--- src/sv/rgsb_pkg.sv ---
// shared types and constants of the run-length gray sprite blitter
package rgsb_pkg;

   localparam int RGSB_MAX_DIM = 256;
   localparam int RGSB_MAX_RUN = 64;
   localparam int RUN_W        = $clog2(RGSB_MAX_RUN);

   // configuration register indexes
   localparam logic [2:0] CSR_SPRITE_WIDTH  = 3'd0;
   localparam logic [2:0] CSR_SPRITE_HEIGHT = 3'd1;
   localparam logic [2:0] CSR_ORIGIN_X      = 3'd2;
   localparam logic [2:0] CSR_ORIGIN_Y      = 3'd3;
   localparam logic [2:0] CSR_INK_LEVEL     = 3'd4;
   localparam logic [2:0] CSR_BG_LEVEL      = 3'd5;
   localparam logic [2:0] CSR_DRAW_MODE     = 3'd6;
   localparam logic [2:0] CSR_SCREEN_SIZE   = 3'd7;

   // draw modes
   localparam logic [1:0] MODE_OPAQUE = 2'd0;
   localparam logic [1:0] MODE_SCALED = 2'd1;

   // sprite status codes
   localparam logic [1:0] STATUS_RUNNING  = 2'd0;
   localparam logic [1:0] STATUS_COMPLETE = 2'd1;
   localparam logic [1:0] STATUS_OVERFLOW = 2'd2;
   localparam logic [1:0] STATUS_SHORT    = 2'd3;

   // divide by three as multiply by 683 and shift right 11, exact below 2048
   localparam logic [9:0] DIV3_RECIP = 10'd683;
   localparam int         DIV3_SHIFT = 11;

   typedef enum logic [2:0] {
      ST_IDLE,
      ST_CALC,
      ST_CHECK,
      ST_RUN,
      ST_ERR
   } state_type;

   typedef struct packed {
      logic load;
      logic calc;
      logic check;
      logic issue_pix;
      logic issue_err;
   } cmd_type;

   typedef struct packed {
      logic over;
      logic run_last;
      logic pipe_ready;
   } stat_type;

endpackage

--- src/sv/rgsb_ctrl.sv ---
// controller state machine: byte intake, overflow decision and pixel issue
module rgsb_ctrl import rgsb_pkg::*; (
   input  logic     clock,
   input  logic     reset,
   input  logic     req_tvalid,
   output logic     req_tready,
   input  stat_type stat,
   output cmd_type  cmd
);

   state_type state_ff;
   state_type state_in;

   always_ff @(posedge clock) begin
      if (reset) begin
         state_ff <= ST_IDLE;
      end else begin
         state_ff <= state_in;
      end
   end

   always_comb begin
      state_in = state_ff;
      case (state_ff)
         ST_IDLE: begin
            if (req_tvalid) state_in = ST_CALC;
         end
         ST_CALC: begin
            state_in = ST_CHECK;
         end
         ST_CHECK: begin
            state_in = stat.over ? ST_ERR : ST_RUN;
         end
         ST_RUN: begin
            if (stat.pipe_ready && stat.run_last) state_in = ST_IDLE;
         end
         ST_ERR: begin
            if (stat.pipe_ready) state_in = ST_IDLE;
         end
         default: begin
            state_in = ST_IDLE;
         end
      endcase
   end

   always_comb begin
      req_tready    = 1'b0;
      cmd           = '0;
      case (state_ff)
         ST_IDLE: begin
            req_tready = 1'b1;
            cmd.load   = req_tvalid;
         end
         ST_CALC: begin
            cmd.calc = 1'b1;
         end
         ST_CHECK: begin
            cmd.check = 1'b1;
         end
         ST_RUN: begin
            cmd.issue_pix = stat.pipe_ready;
         end
         ST_ERR: begin
            cmd.issue_err = stat.pipe_ready;
         end
         default: begin
            req_tready = 1'b0;
         end
      endcase
   end

endmodule

--- src/sv/rgsb_datapath.sv ---
// datapath: settings, sprite counters, gray blend and the pixel pipeline
module rgsb_datapath import rgsb_pkg::*; #(
   parameter int MAX_DIM = RGSB_MAX_DIM
) (
   input  logic        clock,
   input  logic        reset,
   input  cmd_type     cmd,
   output stat_type    stat,
   input  logic        csr_we,
   input  logic [2:0]  csr_index,
   input  logic [15:0] csr_wdata,
   input  logic [7:0]  code_byte,
   input  logic        last_code,
   output logic        rsp_valid,
   input  logic        rsp_ready,
   output logic [16:0] pixel_x,
   output logic [16:0] pixel_y,
   output logic [7:0]  gray_value,
   output logic        write_enable,
   output logic        run_end,
   output logic [1:0]  sprite_status
);

   localparam int DIM_W = $clog2(MAX_DIM + 1);
   localparam int CNT_W = $clog2(MAX_DIM);
   localparam int PIX_W = $clog2(MAX_DIM * MAX_DIM + 1);
   localparam int PROD_W = 2 * DIM_W;

   // settings
   logic [8:0]  width_ff;
   logic [8:0]  height_ff;
   logic [15:0] origin_x_ff;
   logic [15:0] origin_y_ff;
   logic [7:0]  ink_ff;
   logic [7:0]  bg_ff;
   logic [1:0]  mode_ff;
   logic [15:0] screen_ff;

   always_ff @(posedge clock) begin
      if (reset) begin
         width_ff    <= 9'd1;
         height_ff   <= 9'd1;
         origin_x_ff <= 16'd0;
         origin_y_ff <= 16'd0;
         ink_ff      <= 8'd0;
         bg_ff       <= 8'd255;
         mode_ff     <= MODE_OPAQUE;
         screen_ff   <= 16'd46248;
      end else if (csr_we) begin
         case (csr_index)
            CSR_SPRITE_WIDTH:  width_ff    <= csr_wdata[8:0];
            CSR_SPRITE_HEIGHT: height_ff   <= csr_wdata[8:0];
            CSR_ORIGIN_X:      origin_x_ff <= csr_wdata;
            CSR_ORIGIN_Y:      origin_y_ff <= csr_wdata;
            CSR_INK_LEVEL:     ink_ff      <= csr_wdata[7:0];
            CSR_BG_LEVEL:      bg_ff       <= csr_wdata[7:0];
            CSR_DRAW_MODE:     mode_ff     <= csr_wdata[1:0];
            CSR_SCREEN_SIZE:   screen_ff   <= csr_wdata;
            default:           width_ff    <= width_ff;
         endcase
      end
   end

   // values derived from the settings, refreshed every cycle
   logic [DIM_W-1:0]  w_clamp;
   logic [DIM_W-1:0]  h_clamp;
   logic [PROD_W-1:0] area;
   logic [7:0]        radius;
   logic [DIM_W-1:0]  w_ff;
   logic [PIX_W-1:0]  total_ff;
   logic [8:0]        sw_ff;
   logic [8:0]        sh_ff;
   logic              square_ff;
   logic [15:0]       rsq_ff;

   always_comb begin
      if (width_ff == 9'd0) w_clamp = DIM_W'(1);
      else if (32'(width_ff) > 32'(MAX_DIM)) w_clamp = DIM_W'(MAX_DIM);
      else w_clamp = DIM_W'(width_ff);
      if (height_ff == 9'd0) h_clamp = DIM_W'(1);
      else if (32'(height_ff) > 32'(MAX_DIM)) h_clamp = DIM_W'(MAX_DIM);
      else h_clamp = DIM_W'(height_ff);
      area   = PROD_W'(w_clamp) * PROD_W'(h_clamp);
      radius = screen_ff[7:0] - 8'd1;
   end

   always_ff @(posedge clock) begin
      w_ff      <= w_clamp;
      total_ff  <= area[PIX_W-1:0];
      sw_ff     <= {1'b0, screen_ff[7:0]} + 9'd1;
      sh_ff     <= {1'b0, screen_ff[15:8]} + 9'd1;
      square_ff <= (screen_ff[7:0] == screen_ff[15:8]);
      rsq_ff    <= 16'(radius) * 16'(radius);
   end

   // current code byte
   logic [7:0]       code_ff;
   logic             last_ff;
   logic [9:0]       sum_ff;
   logic             over_ff;
   logic [7:0]       gray_ff;
   logic             paint_ff;
   logic [RUN_W-1:0] run_left_ff;
   logic [PIX_W-1:0] pc_ff;
   logic             err_ff;

   logic [1:0]  level;
   logic [1:0]  level_inv;
   logic [6:0]  run_len;
   logic [9:0]  sum_in;
   logic [19:0] quot;
   logic [PIX_W-1:0] room;

   always_comb begin
      level     = code_ff[7:6];
      level_inv = 2'd3 - level;
      run_len   = {1'b0, code_ff[RUN_W-1:0]} + 7'd1;
      if (mode_ff == MODE_OPAQUE) begin
         sum_in = 10'(level_inv) * 10'(bg_ff) + 10'(level) * 10'(ink_ff);
      end else begin
         sum_in = 10'(level) * 10'(ink_ff);
      end
      quot = 20'(sum_ff) * 20'(DIV3_RECIP);
      room = total_ff - pc_ff;
   end

   always_ff @(posedge clock) begin
      if (cmd.load) begin
         code_ff <= code_byte;
         last_ff <= last_code;
      end
      if (cmd.calc) begin
         sum_ff  <= sum_in;
         over_ff <= err_ff || (pc_ff > total_ff) || (PIX_W'(run_len) > room);
      end
      if (cmd.check) begin
         if (mode_ff[1]) gray_ff <= (level != 2'd0) ? 8'd255 : 8'd0;
         else gray_ff <= quot[DIV3_SHIFT +: 8];
         paint_ff    <= (mode_ff == MODE_OPAQUE) || (level != 2'd0);
         run_left_ff <= code_ff[RUN_W-1:0];
      end else if (cmd.issue_pix) begin
         run_left_ff <= run_left_ff - RUN_W'(1);
      end
   end

   // sprite position counters
   logic [PIX_W-1:0] pc_in;
   logic [CNT_W-1:0] col_ff;
   logic [CNT_W-1:0] col_in;
   logic [CNT_W-1:0] row_ff;
   logic [CNT_W-1:0] row_in;
   logic             err_in;
   logic [PIX_W-1:0] pc_inc;
   logic [DIM_W-1:0] col_inc;
   logic             run_last;

   always_comb begin
      run_last = (run_left_ff == '0);
      pc_inc   = pc_ff + PIX_W'(1);
      col_inc  = DIM_W'(col_ff) + DIM_W'(1);
      pc_in    = pc_ff;
      col_in   = col_ff;
      row_in   = row_ff;
      err_in   = err_ff;
      if (cmd.issue_pix) begin
         pc_in = pc_inc;
         if (col_inc >= w_ff) begin
            col_in = '0;
            row_in = row_ff + CNT_W'(1);
         end else begin
            col_in = col_inc[CNT_W-1:0];
         end
         if (run_last && last_ff) begin
            pc_in  = '0;
            col_in = '0;
            row_in = '0;
            err_in = 1'b0;
         end
      end else if (cmd.issue_err) begin
         if (last_ff) begin
            pc_in  = '0;
            col_in = '0;
            row_in = '0;
            err_in = 1'b0;
         end else begin
            err_in = 1'b1;
         end
      end
   end

   always_ff @(posedge clock) begin
      if (reset) begin
         pc_ff  <= '0;
         col_ff <= '0;
         row_ff <= '0;
         err_ff <= 1'b0;
      end else begin
         pc_ff  <= pc_in;
         col_ff <= col_in;
         row_ff <= row_in;
         err_ff <= err_in;
      end
   end

   // pixel pipeline: position, border test, squares, circle test
   logic adv;
   logic v1_ff, v2_ff, v3_ff, v4_ff;

   logic [16:0] s1_x_ff, s1_y_ff;
   logic [7:0]  s1_gray_ff;
   logic        s1_paint_ff, s1_end_ff;
   logic [1:0]  s1_status_ff;

   logic [16:0] s2_x_ff, s2_y_ff;
   logic [7:0]  s2_gray_ff;
   logic        s2_paint_ff, s2_end_ff, s2_inb_ff;
   logic [1:0]  s2_status_ff;
   logic [7:0]  s2_adx_ff, s2_ady_ff;

   logic [16:0] s3_x_ff, s3_y_ff;
   logic [7:0]  s3_gray_ff;
   logic        s3_paint_ff, s3_end_ff, s3_inb_ff;
   logic [1:0]  s3_status_ff;
   logic [15:0] s3_dx2_ff, s3_dy2_ff;

   logic [16:0] s4_x_ff, s4_y_ff;
   logic [7:0]  s4_gray_ff;
   logic        s4_we_ff, s4_end_ff;
   logic [1:0]  s4_status_ff;

   logic [16:0] sw_ext, sh_ext;
   logic        inb;
   logic [10:0] dx, dy, dx_abs, dy_abs;
   logic [16:0] dist_sq;
   logic        in_circle;

   assign adv = !v4_ff || rsp_ready;

   always_comb begin
      sw_ext = 17'(sw_ff);
      sh_ext = 17'(sh_ff);
      inb = !s1_x_ff[16] && (s1_x_ff != '0) && !s1_y_ff[16] && (s1_y_ff != '0)
            && (s1_x_ff < sw_ext - 17'd1) && (s1_y_ff < sh_ext - 17'd1);
      // centered offsets 2x+1-w, small once inside the border
      dx = {1'b0, s1_x_ff[8:0], 1'b1} - {2'b00, sw_ff};
      dy = {1'b0, s1_y_ff[8:0], 1'b1} - {2'b00, sh_ff};
      dx_abs = dx[10] ? (11'd0 - dx) : dx;
      dy_abs = dy[10] ? (11'd0 - dy) : dy;
      dist_sq = 17'(s3_dx2_ff) + 17'(s3_dy2_ff);
      in_circle = !square_ff || (dist_sq <= 17'(rsq_ff));
   end

   always_ff @(posedge clock) begin
      if (reset) begin
         v1_ff <= 1'b0;
         v2_ff <= 1'b0;
         v3_ff <= 1'b0;
         v4_ff <= 1'b0;
      end else if (adv) begin
         v1_ff <= cmd.issue_pix || cmd.issue_err;
         v2_ff <= v1_ff;
         v3_ff <= v2_ff;
         v4_ff <= v3_ff;
      end
   end

   always_ff @(posedge clock) begin
      if (adv) begin
         if (cmd.issue_err) begin
            s1_x_ff      <= '0;
            s1_y_ff      <= '0;
            s1_gray_ff   <= '0;
            s1_paint_ff  <= 1'b0;
            s1_end_ff    <= 1'b1;
            s1_status_ff <= STATUS_OVERFLOW;
         end else begin
            s1_x_ff      <= {origin_x_ff[15], origin_x_ff} + 17'(col_ff);
            s1_y_ff      <= {origin_y_ff[15], origin_y_ff} + 17'(row_ff);
            s1_gray_ff   <= gray_ff;
            s1_paint_ff  <= paint_ff;
            s1_end_ff    <= run_last;
            if (run_last && last_ff) begin
               s1_status_ff <= (pc_inc == total_ff) ? STATUS_COMPLETE : STATUS_SHORT;
            end else begin
               s1_status_ff <= STATUS_RUNNING;
            end
         end

         s2_x_ff      <= s1_x_ff;
         s2_y_ff      <= s1_y_ff;
         s2_gray_ff   <= s1_gray_ff;
         s2_paint_ff  <= s1_paint_ff;
         s2_end_ff    <= s1_end_ff;
         s2_status_ff <= s1_status_ff;
         s2_inb_ff    <= inb;
         s2_adx_ff    <= dx_abs[7:0];
         s2_ady_ff    <= dy_abs[7:0];

         s3_x_ff      <= s2_x_ff;
         s3_y_ff      <= s2_y_ff;
         s3_gray_ff   <= s2_gray_ff;
         s3_paint_ff  <= s2_paint_ff;
         s3_end_ff    <= s2_end_ff;
         s3_status_ff <= s2_status_ff;
         s3_inb_ff    <= s2_inb_ff;
         s3_dx2_ff    <= 16'(s2_adx_ff) * 16'(s2_adx_ff);
         s3_dy2_ff    <= 16'(s2_ady_ff) * 16'(s2_ady_ff);

         s4_x_ff      <= s3_x_ff;
         s4_y_ff      <= s3_y_ff;
         s4_gray_ff   <= s3_gray_ff;
         s4_we_ff     <= s3_paint_ff && s3_inb_ff && in_circle;
         s4_end_ff    <= s3_end_ff;
         s4_status_ff <= s3_status_ff;
      end
   end

   assign stat.over       = over_ff;
   assign stat.run_last   = run_last;
   assign stat.pipe_ready = adv;

   assign rsp_valid     = v4_ff;
   assign pixel_x       = s4_x_ff;
   assign pixel_y       = s4_y_ff;
   assign gray_value    = s4_gray_ff;
   assign write_enable  = s4_we_ff;
   assign run_end       = s4_end_ff;
   assign sprite_status = s4_status_ff;

endmodule

--- src/sv/rle_gray_sprite_blitter.sv ---
// top level of the run-length gray sprite blitter
// a code byte passes the setup states CALC and CHECK, then gives one pixel per cycle while results do not stall
// an overflowing byte gives a single error result
// results leave through a 4-stage pixel pipeline
// a stalled result holds the pipeline and pauses pixel issue
// reset (synchronous) loads register defaults, clears the sprite counters and empties the pipeline
module rle_gray_sprite_blitter import rgsb_pkg::*; #(
   parameter int MAX_DIM = RGSB_MAX_DIM
) (
   input  logic        clock,
   input  logic        reset,
   input  logic        req_tvalid,
   output logic        req_tready,
   input  logic [7:0]  req_tdata,   // code_byte
   input  logic        req_tlast,   // last_code
   output logic        rsp_tvalid,
   input  logic        rsp_tready,
   output logic [47:0] rsp_tdata,   // pixel_x[16:0], pixel_y[33:17], gray_value[41:34], zero
   output logic [2:0]  rsp_tuser,   // write_enable[0], sprite_status[2:1]
   output logic        rsp_tlast,   // run_end
   input  logic        csr_we,
   input  logic [2:0]  csr_index,
   input  logic [15:0] csr_wdata
);

   cmd_type     cmd;
   stat_type    stat;
   logic [16:0] pixel_x;
   logic [16:0] pixel_y;
   logic [7:0]  gray_value;
   logic        write_enable;
   logic [1:0]  sprite_status;

   rgsb_ctrl u_ctrl (
      .clock      (clock),
      .reset      (reset),
      .req_tvalid (req_tvalid),
      .req_tready (req_tready),
      .stat       (stat),
      .cmd        (cmd)
   );

   rgsb_datapath #(
      .MAX_DIM (MAX_DIM)
   ) u_datapath (
      .clock         (clock),
      .reset         (reset),
      .cmd           (cmd),
      .stat          (stat),
      .csr_we        (csr_we),
      .csr_index     (csr_index),
      .csr_wdata     (csr_wdata),
      .code_byte     (req_tdata),
      .last_code     (req_tlast),
      .rsp_valid     (rsp_tvalid),
      .rsp_ready     (rsp_tready),
      .pixel_x       (pixel_x),
      .pixel_y       (pixel_y),
      .gray_value    (gray_value),
      .write_enable  (write_enable),
      .run_end       (rsp_tlast),
      .sprite_status (sprite_status)
   );

   assign rsp_tdata = {6'd0, gray_value, pixel_y, pixel_x};
   assign rsp_tuser = {sprite_status, write_enable};

endmodule

--- config.mk ---
export PLATFORM = sky130hd
export DESIGN_NAME = rle_gray_sprite_blitter
export DESIGN_NICKNAME = d
export VERILOG_FILES = /design/src/sv/rgsb_pkg.sv /design/src/sv/rgsb_ctrl.sv /design/src/sv/rgsb_datapath.sv /design/src/sv/rle_gray_sprite_blitter.sv
export SDC_FILE = /design/constraint.sdc
export NUM_CORES = 1
export LEC_CHECK = 0
export ABC_CLOCK_PERIOD_IN_PS = 30500
export BUFFER_PORTS_ARGS = -buffer_cell sky130_fd_sc_hd__buf_4
export CAP_MARGIN = 20
export CORE_MARGIN = 2
export CORE_UTILIZATION = 60
export CTS_CLUSTER_SIZE = 40
export DETAILED_ROUTE_END_ITERATION = 6
export PLACE_DENSITY_LB_ADDON = 0.25
export REMOVE_ABC_BUFFERS = 1
export SETUP_SLACK_MARGIN = 0.05
export SYNTH_ARGS = -nofsm -noshare
export SYNTH_HDL_FRONTEND = slang
export SYNTH_SLANG_ARGS = --single-unit
--- constraint.sdc ---
create_clock -name clock -period 30.5 [get_ports clock]
set_clock_uncertainty 0.15 [all_clocks]
set_input_delay 3.05 -clock clock [delete_from_list [all_inputs] [get_ports clock]]
set_output_delay 3.05 -clock clock [all_outputs]
set_load 0.03 [all_outputs]
* Word-level counts from Yosys, hierarchy flattened *
Index checks and enable logic that the tools add are counted.

word-level totals
  flip-flop bits (word level) = 455
  input port bits = 33

operators by class
  $add $sub $neg = 20
  $mul = 7
  magnitude comparators = 8
  equality and inequality tests = 18
  mux-type cells = 40
  bitwise gates (word level) = 1
  reductions and logical operators = 44

operators by type and width
  cell                                                                   count
  8-bit 2-to-1 mux                                                       12
  17-bit 2-to-1 mux                                                      4
  8-bit by 8-bit multiplier with 16-bit output                           3
  9-bit 2-to-1 mux                                                       4
  16-bit by 9-bit adder with 17-bit output                               2
  17-bit less-than comparator                                            2
  17-bit nonzero test                                                    2
  8-bit by 1-bit adder with 9-bit output, second input constant          3
  10-bit by 9-bit subtractor with 11-bit output                          2
  2-bit by 8-bit multiplier with 10-bit output                           2
  2-bit AND reduction                                                    10
  9-bit by 1-bit subtractor with 10-bit output, second input constant    2
  10-bit by 10-bit multiplier with 19-bit output, second input constant  1
  9-bit greater-than comparator, second input constant                   2
  9-bit logical NOT                                                      2
  16-bit by 16-bit adder with 17-bit output                              1
  17-bit by 1-bit adder with 17-bit output, second input constant        1
  17-bit == test                                                         1
  17-bit greater-than comparator                                         1
  7-bit by 17-bit greater-than comparator with 1-bit output              1
  17-bit by 16-bit less-or-equal comparator with 1-bit output            1
  9-bit by 9-bit multiplier with 17-bit output                           1
  17-bit subtractor                                                      1
  1-bit by 8-bit subtractor with 8-bit output, first input constant      2
  other kinds (30)                                                       75

* Logic depth before layout (Yosys ltp) *
Gate-level depths: netlist of the first run.

  word-level depth = 6
  mapped depth = 24

* Cells and area by module *
Synthesis of the first run repeated with hierarchy kept, for this count alone.

unflattened totals
  cells, all modules = 3043
  area total of the unflattened synthesis = 30392.9 sq um

modules (own cells, without submodules)
  module                   times used  cells each  area an instance (sq um)
  rgsb_datapath            1           3012        30128.9
  rgsb_ctrl                1           23          207.7
  rle_gray_sprite_blitter  1           8           56.3

* Worst setup path before layout of the first run *
OpenSTA, ideal clock, no wires.

  kind = in2reg
  start point = in rsp_tready
  end point = reg u_datapath.row_ff[6]
  setup time = 72 ps
  arrival time = 11571 ps
  data required time = 30278 ps
  path slack = 18707 ps
  stages = 7
  buffers on the path = 2
  cells stage by stage = nor2b_1 > buf_2 > inv_1 > clkbuf_1 > nand2_1 > a2111oi_0 > mux2i_1

on the way
  longest elaborated chain between the ends = 4

RTL lines
  what                                                                         line                           text
  start, declared                                                              rle_gray_sprite_blitter.sv:17  input logic rsp_tready,
  1-bit logical OR (*)                                                         rgsb_datapath.sv:237           assign adv = !v4_ff || rsp_ready;
  1-bit 2-to-1 mux                                                             rgsb_ctrl.sv:49                case (state_ff)
  3-bit != test (no source line) / 2-bit nonzero test (equally long branches)  --
  3-bit AND reduction (no source line)                                         --
  end signal, assigned                                                         rgsb_datapath.sv:200           row_ff <= row_in;
  end, declared                                                                rgsb_datapath.sv:150           logic [CNT_W-1:0] row_ff;

Every way passes the cells marked *; elsewhere a longest branch is shown, timed or not.
A chain may end at the register's enable or synchronous reset.

* Worst setup path in the final report of the first run *
  start point = reg u_datapath.screen_ff[0]
  end point = reg u_datapath.rsq_ff[14]

on the way
  longest elaborated chain between the ends = 2

RTL lines
  what                                          line                 text
  start, declared                               rgsb_datapath.sv:37  logic [15:0] screen_ff;
  start signal, assigned                        rgsb_datapath.sv:58  CSR_SCREEN_SIZE: screen_ff <= csr_wdata;
  8-bit by 1-bit subtractor with 8-bit output   rgsb_datapath.sv:84  radius = screen_ff[7:0] - 8'd1;
  net u_datapath.radius[0]                      rgsb_datapath.sv:68  logic [7:0] radius;
  8-bit by 8-bit multiplier with 16-bit output  rgsb_datapath.sv:93  rsq_ff <= 16'(radius) * 16'(radius);
  end signal, assigned                          rgsb_datapath.sv:93
  end, declared                                 rgsb_datapath.sv:74  logic [15:0] rsq_ff;

The timed path passes the listed nets, and every way through them passes these cells.

==> results.sh, run 1 <==
export IMPL_outcome="finished clean"
export IMPL_place_gp_congestion=0.907
export IMPL_coreArea_mm2=0.0501
export IMPL_slowest_stage="dfxtp_1"
export IMPL_p_per_area_mw_per_mm2=70.8
export IMPL_peakVddDrop_uv=49.2
export IMPL_crit_chain="inv_1 > ha_1 > nand2_1 > xor2_1 > nand2b_1 > inv_1 > fa_1 > fa_1 > inv_1 > fa_1 > fa_1 > inv_1 > ha_1 > nand3_1 > nand2_1 > a41oi_1 > a21oi_1 > a21o_1 > a21oi_1 > xnor2_1"
export IMPL_h_tree_depth=2
export IMPL_cts_buffer_depth=3
export IMPL_clk_pin_slew_ps=60
export IMPL_crit_required_ps=30860
export IMPL_drtIter0Drc=1224
export IMPL_hold_path_end="u_datapath.pixel_x[1]$_DFFE_PN_"
export IMPL_reg2reg_depth=20
export IMPL_finalCriticalPeriod_ps=5740
export IMPL_switchingPower_mw=0.816
export IMPL_synth_cell_types=76
export IMPL_cts_tree="done"
export IMPL_dp_slack_ps=24390
export IMPL_rows=82
export IMPL_ys_seq_area_share_pct=38.6
export IMPL_drive_gt1_share_pct=6.37
export IMPL_cts_resized=0
export IMPL_relSlewSlack_pct=26.8
export IMPL_reg2reg_slack_ps=24760
export IMPL_finalHoldViolCount=0
export IMPL_leakagePower_nw=15.1
export IMPL_portBuffers=80
export IMPL_area_growth_pct=9.38
export IMPL_end_kind="register"
export IMPL_r2r_start="u_datapath.screen_ff[0]$_SDFFE_PP0P_"
export IMPL_cts_root_buf="clkbuf_16"
export IMPL_grt_pass1_wl_mm=106
export IMPL_tightest_slew_ps=1090
export IMPL_antenna_found_initial=3
export IMPL_drv_cap=0
export IMPL_routed_wl_mm=63.7
export IMPL_min_from="u_datapath.s3_x_ff[1]$_DFFE_PN_"
export IMPL_finalSetupTns_ps=0
export IMPL_syn_avg_cell_area_um2=10.0
export IMPL_fp_dieH_um=229
export IMPL_sw_frac_of_total_pct=34.8
export IMPL_critPathMaxFanout=14
export IMPL_initial_utilization_pct=60.6
export IMPL_post_route_period_util_pct=18.8
export IMPL_clock_sinks=451
export IMPL_netlist_area_mm2=0.0303
export IMPL_drc=0
export IMPL_antenna_left=0
export IMPL_synth_seq_cells=451
export IMPL_clockPowerShare_pct=25.1
export IMPL_setup_viol=0
export IMPL_num_vias=21300
export IMPL_fin_ws_ps=24760
export IMPL_layout_commonest_cell="inv_1"
export IMPL_critical_path_top_delay_family="adder cells"
export IMPL_nNetsFinal=3630
export IMPL_syn_inst=3032
export IMPL_seqPwrFrac_pct=33.3
export IMPL_drt_pass1_iterations=5
export IMPL_final_cell_mix="inv_1, nand2_1, ha_1"
export IMPL_pwr_share_comb_pct=41.6
export IMPL_holdPathStages=0
export IMPL_ys_warn_count=0
export IMPL_async_flop_share_pct=0
export IMPL_postCtsSetupRepairBufs=0
export IMPL_startpoint_type="register"
export IMPL_crit_buf_inv=4
export IMPL_crit_type="register to register"
export IMPL_dpl_hpwl_mm=49.3
export IMPL_ios=87
export IMPL_die_area_mm2=0.0524
export IMPL_r2r_end="u_datapath.rsq_ff[14]$_DFF_P_"
export IMPL_viasPerCell=5.58
export IMPL_synth_edff_count=267
export IMPL_grt_max_degree=100
export IMPL_hold_class="register to register"
export IMPL_die_x_um=229
export IMPL_cts_buffers=47
export IMPL_crit_arrival_ps=6100
export IMPL_drt_wirelength_per_cell_um=16.7
export IMPL_hold_buffers=0
export IMPL_grt_overflow=0
export IMPL_grt_pass1_vias=21800
export IMPL_n_fill_cell=3976
export IMPL_rsz0062_at_grt="false"
export IMPL_synth_main_ff_cell="edfxtp_1"
export IMPL_track_usage_pct=24.8
export IMPL_intPower_mw=1.53
export IMPL_clk_latency_ps=590
export IMPL_crit_path_max_incr_delay_ps=610
export IMPL_fmax_ghz=0.174
export IMPL_maxSlewViolCount=0
## layer usage
| metal | up-vias | wire, um | global-route usage (%) |
|---|---|---|---|
| met3 | 166 | 2550 | 3.26 |
| met2 | 448 | 32500 | 44.8 |
| met4 | 4 | 2780 | 10.7 |
| li1 | 10400 | - | - |
| met1 | 10200 | 25800 | 29.7 |
| met5 | - | 24 | 0 |
## cells in the mapped netlist (4+ instances only)
| cell type | n | area share, % |
|---|---|---|
| inv_1 | 354 | 4.4 |
| nand2_1 | 342 | 4.2 |
| ha_1 | 337 | 14 |
| edfxtp_1 | 267 | 26 |
| a21oi_1 | 192 | 3.2 |
| nor2_1 | 192 | 2.4 |
| dfxtp_1 | 184 | 12 |
| xnor2_1 | 161 | 4.7 |
| fa_1 | 159 | 10 |
| o21ai_0 | 102 | 1.7 |
| xor2_1 | 70 | 2.0 |
| and2_1 | 68 | 1.4 |
| clkbuf_1 | 64 | 0.79 |
| nor2b_1 | 63 | 1.3 |
| nor3_1 | 49 | 0.81 |
| nand3_1 | 45 | 0.74 |
| a21o_1 | 37 | 0.92 |
| nand2b_1 | 35 | 0.72 |
| and3_1 | 27 | 0.56 |
| or3_1 | 25 | 0.52 |
| nand4_1 | 24 | 0.50 |
| nor4_1 | 19 | 0.39 |
| o21a_1 | 19 | 0.47 |
| nand3b_1 | 13 | 0.32 |
| or2_2 | 13 | 0.27 |
| o21bai_1 | 12 | 0.30 |
| a41oi_1 | 11 | 0.32 |
| o211ai_1 | 11 | 0.27 |
| a211o_1 | 10 | 0.29 |
| a211oi_1 | 10 | 0.25 |
| mux2i_1 | 10 | 0.33 |
| buf_4 | 8 | 0.20 |
| a2111oi_0 | 7 | 0.20 |
| nor3b_1 | 7 | 0.17 |
| a21boi_0 | 6 | 0.15 |
| o31a_1 | 6 | 0.17 |
| a31oi_1 | 5 | 0.10 |
| o31ai_1 | 5 | 0.12 |
| buf_2 | 4 | 0.066 |
## worst max-delay path by stage
stage | start | end | slack, ps | cells past startpoint
floorplan | rsp_tready | u_datapath.row_ff[0]$_SDFFE_PP0P_ | 20360 | 6
global placement | rsp_tready | u_datapath.s2_adx_ff[0]$_DFFE_PN_ | 24480 | 6
detailed placement | rsp_tready | u_datapath.s2_adx_ff[0]$_DFFE_PN_ | 24390 | 6
CTS | u_datapath.screen_ff[0]$_SDFFE_PP0P_ | u_datapath.rsq_ff[14]$_DFF_P_ | 24740 | 20
global route | u_datapath.screen_ff[0]$_SDFFE_PP0P_ | u_datapath.rsq_ff[14]$_DFF_P_ | 24320 | 21
finish | u_datapath.screen_ff[0]$_SDFFE_PP0P_ | u_datapath.rsq_ff[14]$_DFF_P_ | 24760 | 20
## state kept, by name (all words and copies together), names as in the netlist, 10 cells and up
signal / cells
u_datapath.pc_ff: 17
u_datapath.pixel_x: 17
u_datapath.pixel_y: 17
u_datapath.s1_x_ff: 17
u_datapath.s1_y_ff: 17
u_datapath.s2_x_ff: 17
u_datapath.s2_y_ff: 17
u_datapath.s3_x_ff: 17
u_datapath.s3_y_ff: 17
u_datapath.total_ff: 17
u_datapath.origin_x_ff: 16
u_datapath.origin_y_ff: 16
u_datapath.screen_ff: 16
u_datapath.s3_dx2_ff: 15
u_datapath.s3_dy2_ff: 15
u_datapath.rsq_ff: 14
u_datapath.sum_ff: 10
## kinds of logic (layout without fill, tap and decap cells)
logic type / count (synthesis) / after routing / synth area share [%]
AOI/OAI and AO/OA: 472 / 472 / 9.66
xor gates and xnor gates: 231 / 231 / 6.67
adders and majority gates: 496 / 496 / 24.4
buffers and inverters: 433 / 532 / 5.48
DFF: 451 / 451 / 38.6
muxes: 12 / 12 / 0.404
other: 1 / 10 / 0.0124
and+or+nand+nor: 936 / 936 / 14.8
## area by class of cell
cell class / count / area [um2] / share of cell area (%)
multi-input combinational: 2156 / 17000 / 51.2
timing repair buffer: 91 / 691 / 2.08
tap: 672 / 841 / 2.53
antenna: 1 / 2.50 / 0.00754
clock inverter: 31 / 299 / 0.902
sequential: 451 / 11700 / 35.3
clock buffer: 56 / 1300 / 3.93
inverter: 354 / 1340 / 4.03
## stage by stage
| stage | hold slack [ps] | utilization, % | std cells | instance area [um2] | power, mW |
|---|---|---|---|---|---|
| after detailed placement | 255 | 63.0 | 3722 | 31500 | 1.77 |
| after CTS | 266 | 66.2 | 3809 | 33100 | 2.36 |
| final | 266 | 66.2 | 3812 | 33200 | 2.35 |
| after floorplan | 250 | - | 2961 | 30000 | 1.55 |
| after global routing | 273 | 66.2 | 3812 | 33200 | 2.53 |
| after global placement | 251 | 63.0 | 3721 | 31500 | 1.72 |
## power by group through the flow
stage | sequential (mW) | clock [mW] | combinational (mW)
global placement | 0.794 | 0 | 0.921
CTS | 0.784 | 0.599 | 0.980
finish | 0.783 | 0.589 | 0.977
global route | 0.790 | 0.623 | 1.12
floorplan | 0.790 | 0 | 0.755
detailed placement | 0.797 | 0 | 0.969
No activity file was read; power rests on OpenSTA's default activity.
==> run 2, diff against run 1 <==
--- a/config.mk
+++ b/config.mk
@@ -5,7 +5,7 @@
 export SDC_FILE = /design/constraint.sdc
 export NUM_CORES = 1
 export LEC_CHECK = 0
-export ABC_CLOCK_PERIOD_IN_PS = 30500
+export ABC_CLOCK_PERIOD_IN_PS = 5840
 export BUFFER_PORTS_ARGS = -buffer_cell sky130_fd_sc_hd__buf_4
 export CAP_MARGIN = 20
 export CORE_MARGIN = 2
==> constraint.sdc (replaced) <==
create_clock -name clock -period 5.84 [get_ports clock]
set_clock_uncertainty 0.15 [all_clocks]
set_input_delay 0.584 -clock clock [delete_from_list [all_inputs] [get_ports clock]]
set_output_delay 0.584 -clock clock [all_outputs]
set_load 0.03 [all_outputs]
==> results.sh, run 2 (synthesis gave the netlist of run 1 again) <==
export IMPL_p_per_area_mw_per_mm2=368
export IMPL_critical_path_top_delay_family="adder cells"
export IMPL_wl_met1_mm=27.2
export IMPL_cts_tree="done"
export IMPL_critPathMaxFanout=8
export IMPL_drive_gt1_share_pct=6.59
export IMPL_reg2reg_depth=22
export IMPL_outcome="finished clean"
export IMPL_highest_layer="met4"
export IMPL_viasPerCell=5.56
export IMPL_ios=87
export IMPL_startpoint_type="register"
export IMPL_drt_pass1_iterations=5
export IMPL_r2r_start="u_datapath.screen_ff[1]$_SDFFE_PP0P_"
export IMPL_slowest_stage="fa_1"
export IMPL_crit_buf_inv=6
export IMPL_dpl_hpwl_mm=50.0
export IMPL_peakVddDrop_uv=285
export IMPL_rows=82
export IMPL_nNetsFinal=3647
export IMPL_crit_arrival_ps=5730
export IMPL_clock_sinks=451
export IMPL_cts_buffers=47
export IMPL_fin_ws_ps=466
export IMPL_leakagePower_nw=15.2
export IMPL_clk_latency_ps=590
export IMPL_place_gp_congestion=0.918
export IMPL_min_from="csr_wdata[13]"
export IMPL_reg2reg_slack_ps=470
export IMPL_track_usage_pct=25.1
export IMPL_crit_required_ps=6190
export IMPL_cpMostUsedCell="inv_1"
export IMPL_grt_pass1_wl_mm=107
export IMPL_clk_pin_slew_ps=60
export IMPL_end_kind="register"
export IMPL_post_route_period_util_pct=92.0
export IMPL_dp_slack_ps=378
export IMPL_dr_wl_met2_mm=32.9
export IMPL_die_area_mm2=0.0524
export IMPL_antenna_found_initial=0
export IMPL_grt_pass1_vias=21700
export IMPL_crit_type="register to register"
export IMPL_final_cell_mix="inv_1, nand2_1, ha_1"
export IMPL_drtIter0Drc=1215
export IMPL_fmax_ghz=0.186
export IMPL_routed_wl_mm=64.7
export IMPL_design_area_mm2=0.0333
export IMPL_hold_path_end="u_datapath.screen_ff[13]$_SDFFE_PP1P_"
export IMPL_fp_dieH_um=229
export IMPL_h_tree_depth=2
export IMPL_layout_commonest_cell="inv_1"
export IMPL_tightest_slew_ps=1080
export IMPL_coreArea_mm2=0.0501
export IMPL_finalCriticalPeriod_ps=5370
export IMPL_die_x_um=229
export IMPL_setup_viol=0
export IMPL_relSlewSlack_pct=27.6
export IMPL_rsz0062_at_grt="false"
export IMPL_antenna_left=0
export IMPL_crit_chain="inv_1 > ha_1 > nand2_1 > xor2_1 > buf_4 > nor2_1 > fa_1 > inv_1 > fa_1 > inv_1 > fa_1 > inv_1 > fa_1 > inv_1 > ha_1 > nand2_1 > nand2_1 > a41oi_1 > a21oi_1 > a21o_1 > a21oi_1 > xnor2_1"
export IMPL_place_area_mm2=0.0316
export IMPL_r2r_end="u_datapath.rsq_ff[14]$_DFF_P_"
export IMPL_critical_path_startpoint="u_datapath.screen_ff[1]$_SDFFE_PP0P_"
export IMPL_cts_buffer_depth=3
export IMPL_total_power_mw=12.3
export IMPL_drt_wirelength_per_cell_um=16.9
export IMPL_drv_cap=0
export IMPL_num_vias=21300
export IMPL_holdPathStages=3
export IMPL_grt_overflow=0
export IMPL_portBuffers=80
export IMPL_drc=0
export IMPL_postCtsSetupRepairBufs=0
export IMPL_finalHoldViolCount=0
export IMPL_maxSlewViolCount=0
export IMPL_wl_met3_mm=2.67
export IMPL_hold_class="input port to register"
export IMPL_initial_utilization_pct=60.6
export IMPL_area_growth_pct=9.92
export IMPL_grt_max_degree=98
export IMPL_crit_path_max_incr_delay_ps=530
export IMPL_cts_root_buf="clkbuf_16"
run 2: changes by cell type in the layout (fill, tap and decap cells not counted), moves of 2 or more:
| cell | delta |
|---|---|
| clkinv_1 | -3 |
| bufinv_16 | +2 |
| buf_4 | +10 |
| clkbuf_1 | +5 |
| buf_6 | -2 |
| clkinvlp_2 | -2 |
| dlygate4sd3_1 | +9 |
| clkinv_2 | +3 |
| clkinv_4 | -2 |
run 2: worst max path at each step:
stage                                                    to  slack [ps]  cells past startpoint
after floorplan           u_datapath.row_ff[0]$_SDFFE_PP0P_       -1840                      6
after global placement        u_datapath.rsq_ff[14]$_DFF_P_         570                     21
after detailed placement      u_datapath.rsq_ff[14]$_DFF_P_         380                     21
after CTS                     u_datapath.rsq_ff[14]$_DFF_P_         370                     21
after global routing          u_datapath.rsq_ff[14]$_DFF_P_          80                     21
final                         u_datapath.rsq_ff[14]$_DFF_P_         470                     22
run 2: timing repair:
action | 4_1_cts | 5_1_grt
hold endpoints to repair | 9 | 0
hold buffers | 9 | 0
endpoints found under the setup margin | 0 | 1
resized for setup | 0 | 2
run 2: final cells by class:
class	instances	area, um2
Clock inverter	28	327
Sequential cell	451	11700
Clock buffer	59	1280
Timing Repair Buffer	108	833
Fill cell	3957	16700
Inverter	354	1340
Multi-Input combinational cell	2156	17000
Antenna cell	1	2.50
Tap cell	672	841
run 2: layer usage:
metal	vias to the layer above	track usage, %
met5	-	0
met4	0	8.40
met3	121	3.26
met2	484	45.0
met1	10300	31.3
li1	10400	-
run 2: worst register-to-register path: stages, from the launching register on:
cell,delay (ps)
dfxtp_1,470
inv_1,130
ha_1,240
nand2_1,80
xor2_1,260
buf_4,190
nor2_1,60
fa_1,530
inv_1,70
fa_1,530
inv_1,50
fa_1,530
inv_1,60
fa_1,530
inv_1,50
ha_1,360
nand2_1,110
nand2_1,60
a41oi_1,220
a21oi_1,130
a21o_1,190
a21oi_1,170
xnor2_1,130
run 2: per-stage QoR:
step / hold slack [ps] / util (%) / instances / setup TNS [ps]
after floorplan: 250 / - / 2961 / -122640
after global placement: 251 / 63.1 / 3731 / 0
after detailed placement: 255 / 63.1 / 3731 / 0
after CTS: 101 / 66.5 / 3827 / 0
after global routing: 112 / 66.6 / 3828 / 0
final: 131 / 66.6 / 3829 / 0
run 2: report_power, final:
group | switching (mW) | internal (mW)
clock | 1.26 | 1.84
combinational | 2.76 | 2.33
sequential | 0.201 | 3.89
